$ cat src/rtl/core/tsp_pkg.sv
// Shared types and constants for the timed slot pool.
package tsp_pkg;

   localparam int SLOTS_DEFAULT = 64;
   localparam int SLOTS_MAX     = 64;

   localparam int SLOT_W  = 6;
   localparam int COUNT_W = 16;
   localparam int PARAM_W = 8;

   typedef enum logic [1:0] {
      OP_CREATE  = 2'd0,
      OP_FRAME   = 2'd1,
      OP_DESTROY = 2'd2,
      OP_QUERY   = 2'd3
   } op_type;

   // One slot of the pool as it travels along the ring.
   typedef struct packed {
      logic               valid;
      logic [COUNT_W-1:0] count;
      logic [COUNT_W-1:0] limit;
   } entry_type;

endpackage

$ cat src/rtl/core/tsp_cell.sv
// One ring cell: holds a single slot and loads its neighbor's slot on a shift.
module tsp_cell (
   input  logic               clock,
   input  logic               reset,
   input  logic               shift,
   input  tsp_pkg::entry_type entry_in,
   output tsp_pkg::entry_type entry_out
);

   logic                        valid_ff;
   logic [tsp_pkg::COUNT_W-1:0] count_ff;
   logic [tsp_pkg::COUNT_W-1:0] limit_ff;

   always_ff @(posedge clock) begin
      if (reset) begin
         valid_ff <= 1'b0;
         count_ff <= '0;
      end else if (shift) begin
         valid_ff <= entry_in.valid;
         count_ff <= entry_in.count;
      end
   end

   // limit is meaningful only once a create has written it
   always_ff @(posedge clock) begin
      if (shift) begin
         limit_ff <= entry_in.limit;
      end
   end

   assign entry_out.valid = valid_ff;
   assign entry_out.count = count_ff;
   assign entry_out.limit = limit_ff;

endmodule

$ cat src/rtl/core/tsp_chain.sv
// Ring of slot cells: cell 0 is the head, the processed head re-enters at the tail.
module tsp_chain #(
   parameter int SLOTS = tsp_pkg::SLOTS_DEFAULT
) (
   input  logic               clock,
   input  logic               reset,
   input  logic               shift,
   input  tsp_pkg::entry_type tail_in,
   output tsp_pkg::entry_type head_out
);

   tsp_pkg::entry_type cell_q [SLOTS];

   for (genvar i = 0; i < SLOTS; i++) begin : g_cell
      tsp_pkg::entry_type cell_d;

      if (i == SLOTS - 1) begin : g_tail
         assign cell_d = tail_in;
      end else begin : g_body
         assign cell_d = cell_q[i+1];
      end

      tsp_cell u_cell (
         .clock     (clock),
         .reset     (reset),
         .shift     (shift),
         .entry_in  (cell_d),
         .entry_out (cell_q[i])
      );
   end

   assign head_out = cell_q[0];

endmodule

$ cat src/rtl/core/timed_slot_pool.sv
// Top level of the timed slot pool: request decode, head processor and result register.
// Sequence: an accepted request walks one ring rotation of SLOTS steps, then a finish
//   state emits its final result (a destroy emits none); rsp_tready stalls can hold either.
// Requests do not overlap: req_tready is high only when idle, so every operation takes a
//   full rotation of the slot ring through the single head processor before the next.
// A frame tick delivers its drawn slots one per step at most, the last in the finish state.
// Reset: synchronous; clears all valid bits and counters at once, no clearing pass.
module timed_slot_pool #(
   parameter int SLOTS = tsp_pkg::SLOTS_DEFAULT
) (
   input  logic        clock,
   input  logic        reset,
   // request channel
   input  logic        req_tvalid,
   output logic        req_tready,
   input  logic [23:0] req_tdata,  // pattern_count[7:0], frames_per_pattern[15:8],
                                   // slot[21:16], zero[23:22]
   input  logic [1:0]  req_tuser,  // operation[1:0]
   // result channel
   output logic        rsp_tvalid,
   input  logic        rsp_tready,
   output logic [23:0] rsp_tdata,  // slot_index[5:0], elapsed[21:6], active[22], zero[23]
   output logic        rsp_tlast   // last result caused by the request
);

   localparam int IdxW    = (SLOTS > 1) ? $clog2(SLOTS) : 1;
   localparam int SlotW   = tsp_pkg::SLOT_W;
   localparam int CountW  = tsp_pkg::COUNT_W;
   localparam int ParamW  = tsp_pkg::PARAM_W;

   typedef enum logic [2:0] {
      ST_IDLE   = 3'b001,
      ST_SCAN   = 3'b010,
      ST_FINISH = 3'b100
   } state_type;

   // control state
   state_type         state_ff, state_in;
   logic [IdxW-1:0]   idx_ff, idx_in;
   logic              found_ff, found_in;     // create succeeded / queried slot valid
   logic              pend_valid_ff, pend_valid_in;
   logic              rsp_valid_ff, rsp_valid_in;

   // request payload, held for the whole rotation
   tsp_pkg::op_type   op_ff, op_in;
   logic [CountW-1:0] limit_ff, limit_in;
   logic [SlotW-1:0]  slot_ff, slot_in;
   logic [SlotW-1:0]  found_idx_ff, found_idx_in;

   // drawn slot held back until we know whether it is the last one
   logic [SlotW-1:0]  pend_idx_ff, pend_idx_in;
   logic [CountW-1:0] pend_count_ff, pend_count_in;

   // result register
   logic [SlotW-1:0]  rsp_idx_ff, rsp_idx_in;
   logic [CountW-1:0] rsp_elapsed_ff, rsp_elapsed_in;
   logic              rsp_active_ff, rsp_active_in;
   logic              rsp_last_ff, rsp_last_in;

   // ring interface
   tsp_pkg::entry_type head;
   tsp_pkg::entry_type tail;
   logic               step;

   logic              req_fire;
   logic              out_free;
   logic              emit;
   logic [SlotW-1:0]  head_idx;
   logic              at_end;

   tsp_chain #(
      .SLOTS (SLOTS)
   ) u_chain (
      .clock    (clock),
      .reset    (reset),
      .shift    (step),
      .tail_in  (tail),
      .head_out (head)
   );

   assign req_tready = (state_ff == ST_IDLE);
   assign req_fire   = req_tvalid && req_tready;
   assign out_free   = !rsp_valid_ff || rsp_tready;
   assign head_idx   = SlotW'(idx_ff);
   assign at_end     = (idx_ff == IdxW'(SLOTS - 1));

   always_comb begin
      state_in       = state_ff;
      idx_in         = idx_ff;
      found_in       = found_ff;
      found_idx_in   = found_idx_ff;
      pend_valid_in  = pend_valid_ff;
      pend_idx_in    = pend_idx_ff;
      pend_count_in  = pend_count_ff;
      op_in          = op_ff;
      limit_in       = limit_ff;
      slot_in        = slot_ff;
      tail           = head;
      step           = 1'b0;
      emit           = 1'b0;
      rsp_idx_in     = rsp_idx_ff;
      rsp_elapsed_in = rsp_elapsed_ff;
      rsp_active_in  = rsp_active_ff;
      rsp_last_in    = rsp_last_ff;

      unique case (state_ff)
         ST_IDLE: begin
            if (req_fire) begin
               // latch the request; the lifetime product is formed here once
               op_in         = tsp_pkg::op_type'(req_tuser);
               limit_in      = CountW'(req_tdata[ParamW-1:0])
                               * CountW'(req_tdata[2*ParamW-1:ParamW]);
               slot_in       = req_tdata[2*ParamW+SlotW-1:2*ParamW];
               found_in      = 1'b0;
               found_idx_in  = '0;
               pend_valid_in = 1'b0;
               idx_in        = '0;
               state_in      = ST_SCAN;
            end
         end

         ST_SCAN: begin
            step = 1'b1;
            unique case (op_ff)
               tsp_pkg::OP_CREATE: begin
                  // claim the first free slot seen in the rotation
                  if (!head.valid && !found_ff) begin
                     tail.valid   = 1'b1;
                     tail.count   = '0;
                     tail.limit   = limit_ff;
                     found_in     = 1'b1;
                     found_idx_in = head_idx;
                  end
               end
               tsp_pkg::OP_FRAME: begin
                  if (head.valid) begin
                     if (head.count >= head.limit) begin
                        // retire: lifetime used up
                        tail.valid = 1'b0;
                        tail.count = '0;
                     end else begin
                        // draw: push the held-back slot out, hold this one
                        if (pend_valid_ff) begin
                           step = out_free;
                           emit = out_free;
                           rsp_idx_in     = pend_idx_ff;
                           rsp_elapsed_in = pend_count_ff;
                           rsp_active_in  = 1'b1;
                           rsp_last_in    = 1'b0;
                        end
                        pend_valid_in = 1'b1;
                        pend_idx_in   = head_idx;
                        pend_count_in = head.count;
                        if (head.count != {CountW{1'b1}}) begin
                           tail.count = head.count + CountW'(1);
                        end
                     end
                  end
               end
               tsp_pkg::OP_DESTROY: begin
                  if (head_idx == slot_ff) begin
                     tail.valid = 1'b0;
                  end
               end
               tsp_pkg::OP_QUERY: begin
                  if (head_idx == slot_ff) begin
                     found_in = head.valid;
                  end
               end
               default: begin
               end
            endcase

            if (!step) begin
               // stalled on the result register: hold everything in place
               pend_valid_in = pend_valid_ff;
               pend_idx_in   = pend_idx_ff;
               pend_count_in = pend_count_ff;
            end else if (at_end) begin
               idx_in   = '0;
               state_in = ST_FINISH;
            end else begin
               idx_in = idx_ff + IdxW'(1);
            end
         end

         ST_FINISH: begin
            if (op_ff == tsp_pkg::OP_DESTROY) begin
               state_in = ST_IDLE;
            end else if (out_free) begin
               emit        = 1'b1;
               rsp_last_in = 1'b1;
               state_in    = ST_IDLE;
               unique case (op_ff)
                  tsp_pkg::OP_CREATE: begin
                     rsp_idx_in     = found_ff ? found_idx_ff : '0;
                     rsp_elapsed_in = '0;
                     rsp_active_in  = found_ff;
                  end
                  tsp_pkg::OP_FRAME: begin
                     rsp_idx_in     = pend_valid_ff ? pend_idx_ff : '0;
                     rsp_elapsed_in = pend_valid_ff ? pend_count_ff : '0;
                     rsp_active_in  = pend_valid_ff;
                     pend_valid_in  = 1'b0;
                  end
                  default: begin
                     // query
                     rsp_idx_in     = slot_ff;
                     rsp_elapsed_in = '0;
                     rsp_active_in  = found_ff;
                  end
               endcase
            end
         end

         default: begin
            state_in = ST_IDLE;
         end
      endcase
   end

   // result register: load on emit, drop when taken
   always_comb begin
      if (emit) begin
         rsp_valid_in = 1'b1;
      end else if (rsp_tready) begin
         rsp_valid_in = 1'b0;
      end else begin
         rsp_valid_in = rsp_valid_ff;
      end
   end

   always_ff @(posedge clock) begin
      if (reset) begin
         state_ff      <= ST_IDLE;
         idx_ff        <= '0;
         found_ff      <= 1'b0;
         pend_valid_ff <= 1'b0;
         rsp_valid_ff  <= 1'b0;
      end else begin
         state_ff      <= state_in;
         idx_ff        <= idx_in;
         found_ff      <= found_in;
         pend_valid_ff <= pend_valid_in;
         rsp_valid_ff  <= rsp_valid_in;
      end
   end

   always_ff @(posedge clock) begin
      op_ff         <= op_in;
      limit_ff      <= limit_in;
      slot_ff       <= slot_in;
      found_idx_ff  <= found_idx_in;
      pend_idx_ff   <= pend_idx_in;
      pend_count_ff <= pend_count_in;
      if (emit) begin
         rsp_idx_ff     <= rsp_idx_in;
         rsp_elapsed_ff <= rsp_elapsed_in;
         rsp_active_ff  <= rsp_active_in;
         rsp_last_ff    <= rsp_last_in;
      end
   end

   assign rsp_tvalid = rsp_valid_ff;
   assign rsp_tdata  = {1'b0, rsp_active_ff, rsp_elapsed_ff, rsp_idx_ff};
   assign rsp_tlast  = rsp_last_ff;

   // ring position is back at slot 0 whenever no request is in flight
   a_idle_aligned: assert property (@(posedge clock) disable iff (reset)
      (state_ff == ST_IDLE) |-> (idx_ff == '0))
      else $error("ring not aligned at idle");

   a_state_onehot: assert property (@(posedge clock) disable iff (reset)
      $onehot(state_ff))
      else $error("state register not one-hot");

   // only frame ticks hold a drawn slot back
   a_pend_frame: assert property (@(posedge clock) disable iff (reset)
      pend_valid_ff |-> (op_ff == tsp_pkg::OP_FRAME && state_ff != ST_IDLE))
      else $error("held-back slot outside a frame tick");

   // results emitted mid-rotation are non-final frame draws
   a_scan_emit: assert property (@(posedge clock) disable iff (reset)
      (emit && state_ff == ST_SCAN) |-> (op_ff == tsp_pkg::OP_FRAME && !rsp_last_in))
      else $error("unexpected result during rotation");

   // a stalled rotation keeps its position
   a_stall_hold: assert property (@(posedge clock) disable iff (reset)
      (state_ff == ST_SCAN && !step) |=> (state_ff == ST_SCAN && $stable(idx_ff)))
      else $error("ring moved while stalled");

endmodule

$ cat config.mk
export PLATFORM = sky130hd
export DESIGN_NAME = timed_slot_pool
export DESIGN_NICKNAME = d
export VERILOG_FILES = /design/src/rtl/core/tsp_pkg.sv /design/src/rtl/core/tsp_cell.sv /design/src/rtl/core/tsp_chain.sv /design/src/rtl/core/timed_slot_pool.sv
export SDC_FILE = /design/constraint.sdc
export NUM_CORES = 2
export LEC_CHECK = 0
export ABC_AREA = 1
export BUFFER_PORTS_ARGS = -buffer_cell sky130_fd_sc_hd__buf_2
export CAP_MARGIN = 20
export CORE_MARGIN = 2
export CORE_UTILIZATION = 59
export CTS_BUF_LIST = sky130_fd_sc_hd__clkbuf_4 sky130_fd_sc_hd__clkbuf_8
export CTS_CLUSTER_DIAMETER = 120
export CTS_CLUSTER_SIZE = 10
export DETAILED_ROUTE_END_ITERATION = 16
export PLACE_DENSITY = 0.87
export REMOVE_ABC_BUFFERS = 1
export SLEW_MARGIN = 20
export SYNTH_ARGS = -nofsm -noshare
export SYNTH_HDL_FRONTEND = slang
export SYNTH_HIERARCHICAL = 1
export SYNTH_SLANG_ARGS = --single-unit
export TNS_END_PERCENT = 100
$ cat constraint.sdc
create_clock -name clock -period 53 [get_ports clock]
set_input_delay 2.65 -clock clock [delete_from_list [all_inputs] [get_ports clock]]
set_output_delay 2.65 -clock clock [all_outputs]
set_load 0.02 [all_outputs]
## Word level (Yosys, flattened, before mapping)

Index checks and enable logic that the tools add are counted.

| storage, ports and cells | value |
|---|---|
| register bits after elaboration | 2,200 |
| bits of input ports | 30 |
| output and inout port bits | 27 |
| word-level logic and storage cells | 341 |

| operators by class | value |
|---|---|
| $add $sub $neg | 2 |
| multipliers | 1 |
| magnitude comparators | 1 |
| eq/ne operators | 25 |
| multiplexer cells | 85 |
| bitwise gates (word level) | 1 |
| reductions and logical operators | 19 |

Operators by type and width:

| kind | count |
|---|---|
| 2-to-1 mux 16 bit | 11 |
| 2-to-1 mux 6 bit | 13 |
| 2-to-1 mux 33 bit | 2 |
| case mux 16 bit (2 select lines) | 2 |
| case mux 6 bit (2 select lines) | 4 |
| 2-to-1 mux 1 bit | 39 |
| inequality test 2 bit, second input constant | 9 |
| 2-to-1 mux 17 bit | 1 |
| adder 16 x 1 -> 16 bit, second input constant | 1 |
| greater-or-equal comparator 16 bit | 1 |
| multiplier 8 x 8 -> 16 bit | 1 |
| inequality test 16 bit, second input constant | 1 |
| 2-to-1 mux 3 bit | 5 |
| case mux 1 bit (2 select lines) | 5 |
| AND reduction 5 bit | 2 |
| inequality test 3 bit, second input constant | 3 |
| case mux 3 bit (3 select lines) | 1 |
| AND reduction 9 bit | 1 |
| AND reduction 4 bit | 2 |
| AND reduction 8 bit | 1 |
| adder 6 x 1 -> 6 bit, second input constant | 1 |
| equality test 6 bit | 1 |
| equality test 6 bit, second input constant | 1 |
| inequality test 2 x 1 -> 1 bit, second input constant | 3 |
| 16 further kinds | 23 |

## Longest topological paths before layout

| logic depth | value |
|---|---|
| word-level depth | 9 |
| depth in mapped cells | 20 |
| gate-level depth less buffers | 20 |

## By module

The synthesis kept the hierarchy.

By module, submodules not included:

| module | times used | cells each | area an instance (sq um) | sequential area each (sq um) |
|---|---|---|---|---|
| tsp_cell | 64 | 125 | 1,219.9 | 820.8 |
| timed_slot_pool | 1 | 844 | 7,008.0 | 2,522.4 |

## Worst setup path after synthesis

Ideal clock, no wire load.

| timing | value |
|---|---|
| path kind | input to register |
| from | input rsp_tready |
| to | register u_chain/g_cell[0].u_cell/count_ff[14] (netlist name) |
| library setup time | 114 ps |
| data arrival time | 25,934 ps |
| data required time | 52,886 ps |
| slack | 26,952 ps |
| stages | 9 |
| buffers on the path | 2 |
| cells stage by stage | nor2_1 -> nand3_1 -> nand2_1 -> inv_1 -> buf_6 -> buf_6 -> nand2_1 -> nand2_1 -> nor2_2 |

| on the way | value |
|---|---|
| longest elaborated chain between the ends | 7 |

Ends and longest elaborated chain:

| item | RTL line | RTL |
|---|---|---|
| start, declared | timed_slot_pool.sv:21 | `input logic rsp_tready,` |
| logical OR 1 bit | timed_slot_pool.sv:83 | `assign out_free = !rsp_valid_ff \|\| rsp_tready;` |
| 2-to-1 mux 1 bit | timed_slot_pool.sv:143 | `if (pend_valid_ff) begin` |
| 2-to-1 mux 1 bit | timed_slot_pool.sv:137 | `if (head.count >= head.limit) begin` |
| 2-to-1 mux 1 bit | timed_slot_pool.sv:136 | `if (head.valid) begin` |
| 2-to-1 mux 1 bit | timed_slot_pool.sv:124 | `unique case (op_ff)` |
| 2-to-1 mux 1 bit (2 in series) | timed_slot_pool.sv:106 | `unique case (state_ff)` |
| net step | timed_slot_pool.sv:63 | `logic step;` |
| end signal, assigned | tsp_cell.sv:20 | `count_ff <= entry_in.count;` |
| end, declared | tsp_cell.sv:11 | `logic [tsp_pkg::COUNT_W-1:0] count_ff;` |

The timed path passes the listed nets, and every way through them passes these cells. The select of a mux whose other input is x is not followed.
A chain may end at the register's enable or synchronous reset.

## Worst setup path in the final report

| timing | value |
|---|---|
| from | input rsp_tready |
| to | register u_chain/g_cell[36].u_cell/count_ff[0] (netlist name) |

| on the way | value |
|---|---|
| longest elaborated chain between the ends | 7 |

Ends and longest elaborated chain:

| item | RTL line |
|---|---|
| logical OR 1 bit | timed_slot_pool.sv:83 |
| 2-to-1 mux 1 bit | timed_slot_pool.sv:143 |
| 2-to-1 mux 1 bit | timed_slot_pool.sv:137 |
| 2-to-1 mux 1 bit | timed_slot_pool.sv:136 |
| 2-to-1 mux 1 bit | timed_slot_pool.sv:124 |
| 2-to-1 mux 1 bit (2 in series) | timed_slot_pool.sv:106 |
| net step | timed_slot_pool.sv:63 |
| end signal, assigned | tsp_cell.sv:20 |
| end, declared | tsp_cell.sv:11 |

The timed path passes the listed nets, and every way through them passes these cells. The select of a mux whose other input is x is not followed.

==> results_tabular.tex <==
\begin{tabular}{lr}
\hline
Metric & Value \\
\hline
\multicolumn{2}{l}{\textbf{Global route}} \\
\quad Initial antenna violation count & 3 \\
\quad Gr ovfl total & 0 \\
\quad Number of global-route vias before repair & 49,310 \\
\quad Maximum number of pins on one net before global-route repair & 204 \\
\quad Overall global routing resource usage & 18.68\% \\
\quad First-pass GRT wire length & 229,600 um \\
\multicolumn{2}{l}{\textbf{Placed design}} \\
\quad Sum of net half-perimeters after detailed placement & 84,970 um \\
\quad Number of buffer cells added on primary ports & 53 \\
\quad Setup WS pre-CTS & 44.08 ns \\
\quad Routability congestion estimate from global placement & 0.8490 \\
\quad Post-placement cell area & 0.08382 mm2 \\
\quad Total instance count after detailed placement & 10,420 \\
\multicolumn{2}{l}{\textbf{Cells and area}} \\
\quad Leading cell type in the layout, fill and taps excluded & nand2\_1 \\
\quad Layout Nets & 8,881 \\
\quad Most frequent cells in the layout & nand2\_1, nor2\_1, inv\_1 \\
\quad Fraction of layout cells with a size suffix above 1 & 9.430\% \\
\quad Non-filler cells in the finished layout & 10,750 \\
\quad Area grow syn2layout & 3.266\% \\
\quad Finished Cell Area & 0.08786 mm2 \\
\quad Util after Layout & 61.31\% \\
\quad Fill cell total of the finished layout & 10,790 \\
\multicolumn{2}{l}{\textbf{STA}} \\
\quad Final-report hold violation count & 0 \\
\quad Post-layout min period & 8.081 ns \\
\quad Final critical-path setup slack & 44.92 ns \\
\quad Final setup violation count & 0 \\
\quad Final Skew & 0.04314 ns \\
\quad Timing-limited maximum frequency & 0.1238 GHz \\
\quad Worst slew margin relative to its limit & 29.30\% \\
\quad Transition at the pin with the smallest max-transition slack & 1.060 ns \\
\quad RSZ-0062 raised after global routing & no \\
\quad Final worst path period share & 15.25\% \\
\quad Count of final max-slew check failures & 0 \\
\multicolumn{2}{l}{\textbf{Drt}} \\
\quad Total vias in the final route & 51,210 \\
\quad Antenna viol nets, final & 0 \\
\quad Aggregate routed wire length & 138,800 um \\
\quad Per-cell routed wire length & 12.92 um \\
\quad Vias per Instance & 4.765 \\
\quad Drt first pass iters & 6 \\
\quad Starting DRC count in detailed routing & 4,062 \\
\quad Total DRC errors in the routed layout & 0 \\
\multicolumn{2}{l}{\textbf{Floorplan}} \\
\quad Effective utilization at floorplan & 59.37\% \\
\quad Std-Cell Core Area & 0.1433 mm2 \\
\quad Die outline width & 383.7 um \\
\quad Row count & 139 \\
\quad Die area & 0.1473 mm2 \\
\quad I/O pin cnt & 57 \\
\quad Die outline height & 383.7 um \\
\multicolumn{2}{l}{\textbf{Clocking}} \\
\quad Clock sink total & 2,200 \\
\quad H-tree depth & 4 \\
\quad Post-CTS Hold Fix Bufs & 0 \\
\quad Quantity of gates resized following cts & 0 \\
\quad Worst-Skew Late Latency & 0.94 ns \\
\quad Post-CTS Setup Inserts & 0 \\
\quad Clock buffers created by TritonCTS & 238 \\
\quad Number of buffers on the longest clock path & 3 \\
\quad Clock-pin transition on the worst setup and hold timing paths & 0.08 ns \\
\quad Clk root buf & clkbuf\_8 \\
\quad TritonCTS clock tree & yes \\
\multicolumn{2}{l}{\textbf{Power and ir drop}} \\
\quad Power Total & 3615 uW \\
\quad Part of the power in combinational logic & 14.9\% \\
\quad PwrDens & 41.15 mW/mm2 \\
\quad Clk network pwr share & 27.7\% \\
\quad Maximum ir drop on the vdd rail & 0.00002676 V \\
\quad Total net switching power & 985.1 uW \\
\quad Leakage component of the power & 0.03196 uW \\
\quad Switching part of the total & 27.25\% \\
\quad Internal & 2630 uW \\
\quad Sequential fraction of design power & 57.3\% \\
\multicolumn{2}{l}{\textbf{Run}} \\
\quad Reported max-cap violation count & 0 \\
\multicolumn{2}{l}{\textbf{Yosys}} \\
\quad Unique masters post-synth & 45 \\
\quad Netlist area before placement & 0.08508 mm2 \\
\quad Mapped Cells & 8,844 \\
\quad Flip-flop and latch count after synthesis & 2,200 \\
\quad Mean area per synthesized cell & 9.620 um2 \\
\quad Sequential area share after synthesis & 64.70\% \\
\quad Ys Warns & 6 \\
\multicolumn{2}{l}{\textbf{Setup path}} \\
\quad Element type at the critical path start & input port \\
\quad Max FO, Critical Path & 203 \\
\quad WP data arrival & 8.91 ns \\
\quad Worst Setup Path Type & input port to flop \\
\quad Worst Setup End Kind & flop \\
\quad Worst path required time & 53.83 ns \\
\multicolumn{2}{l}{\textbf{Worst hold path}} \\
\quad Worst min path class & flop to flop \\
\multicolumn{2}{l}{\textbf{Run status}} \\
\quad Outcome & completed \\
\hline
\end{tabular}
## power by group through the flow
stage,sequential (uW),combinational [uW],clock [uW]
floorplan,2320,1630,0
global placement,2100,509,0
detailed placement,2110,533,0
CTS,2070,541,1030
global route,2090,627,1100
finish,2070,540,1000
## logic make-up after synthesis
logic type               after synthesis  synth area share, %
buffers and inverters               1752                10.86
multiplexers                           1              0.01323
adder cells (fa/ha/maj)               90                1.641
flip-flops                          2200                64.70
AO/OA/AOI/OAI                        120               0.7941
AND/OR/NAND/NOR                     4656                21.73
other                                  1             0.004407
XOR/XNOR                              24               0.2471
## metal layers
layer / wire, um / vias up / global-route usage [%]
met5: 13 / - / 0
met4: 4655 / 2 / 7.342
met3: 6588 / 302 / 3.242
met2: 65770 / 1181 / 31.03
met1: 61810 / 23540 / 24.47
li1: - / 26180 / -
## cells in the mapped netlist (all sizes together)
cell type  instances  area share, %
fa                36           0.85
or2                1         0.0074
nand3b             1         0.0088
nor2            2252             11
buf              393            4.9
mux2               1          0.013
clkinv             1         0.0044
a21o               2          0.018
inv             1339            5.9
o211ai             1         0.0088
a31oi              3          0.022
o2111ai            3          0.031
nand4              8          0.076
o22ai              7          0.059
a22oi              3          0.026
clkbuf            19          0.084
a21oi             43           0.25
dfxtp           1100             26
a32o               6          0.071
xor2              19           0.20
o21ai             52           0.31
nand3             26           0.21
ha                54           0.79
nor3               6          0.060
conb               1         0.0044
nand2           2361             11
edfxtp          1100             39
xnor2              5          0.051
nor3b              1         0.0088
## final timing paths
check | start | cells after the start | end | slack (ns)
setup / recovery | rsp_tready | 13 | u_chain/g_cell[36].u_cell/count_ff[0] | 44.92
hold / removal | u_chain/g_cell[2].u_cell/limit_ff[10] | 0 | u_chain/g_cell[1].u_cell/limit_ff[10] | 0.40
setup reg to reg | u_chain/g_cell[0].u_cell/limit_ff[7] | 22 | u_chain/g_cell[36].u_cell/count_ff[0] | 45.35
hold reg to reg | u_chain/g_cell[2].u_cell/limit_ff[10] | 0 | u_chain/g_cell[1].u_cell/limit_ff[10] | 0.40
## through the flow
stage | TNS [ns] | hold slack (ns)
after detailed placement | 0 | 0.4045
final | 0 | 0.4041
after global routing | 0 | 0.4050
after floorplan | -5882.49 | 0.4003
after CTS | 0 | 0.3932
after global placement | 0 | 0.4007
## flip-flops by register name, summed over array words and instances (netlist names), 16 cells and up
name                            cells
limit_ff                           16
pend_count_ff                      16
rsp_elapsed_ff                     16
u_chain/g_cell.u_cell/count_ff   1024
u_chain/g_cell.u_cell/limit_ff   1024
u_chain/g_cell.u_cell/valid_ff     64
## cell type report
| type | count | area (um2) | area share (%) |
|---|---|---|---|
| antenna | 1 | 2.502 | 0.002848 |
| clock buffer | 309 | 3821 | 4.349 |
| clock inverter | 14 | 161.4 | 0.1837 |
| inverter | 1340 | 5040 | 5.736 |
| multi-input combinational | 4892 | 20790 | 23.67 |
| sequential | 2200 | 55050 | 62.66 |
| tap | 1903 | 2381 | 2.710 |
| timing repair buffer | 89 | 608.1 | 0.6921 |
## worst max-delay path, stage by stage
cell and delay [ns]:
buf_2 0.07, nor2_1 0.12, nand3_1 0.14, nand2_1 0.14, inv_8 0.72, buf_4 0.90
buf_4 0.91, buf_4 0.83, buf_4 0.89, buf_4 0.92, nand2_1 0.13, nand2_1 0.11
nor2_1 0.05
Note: power is estimated with default switching activity, not from simulation.
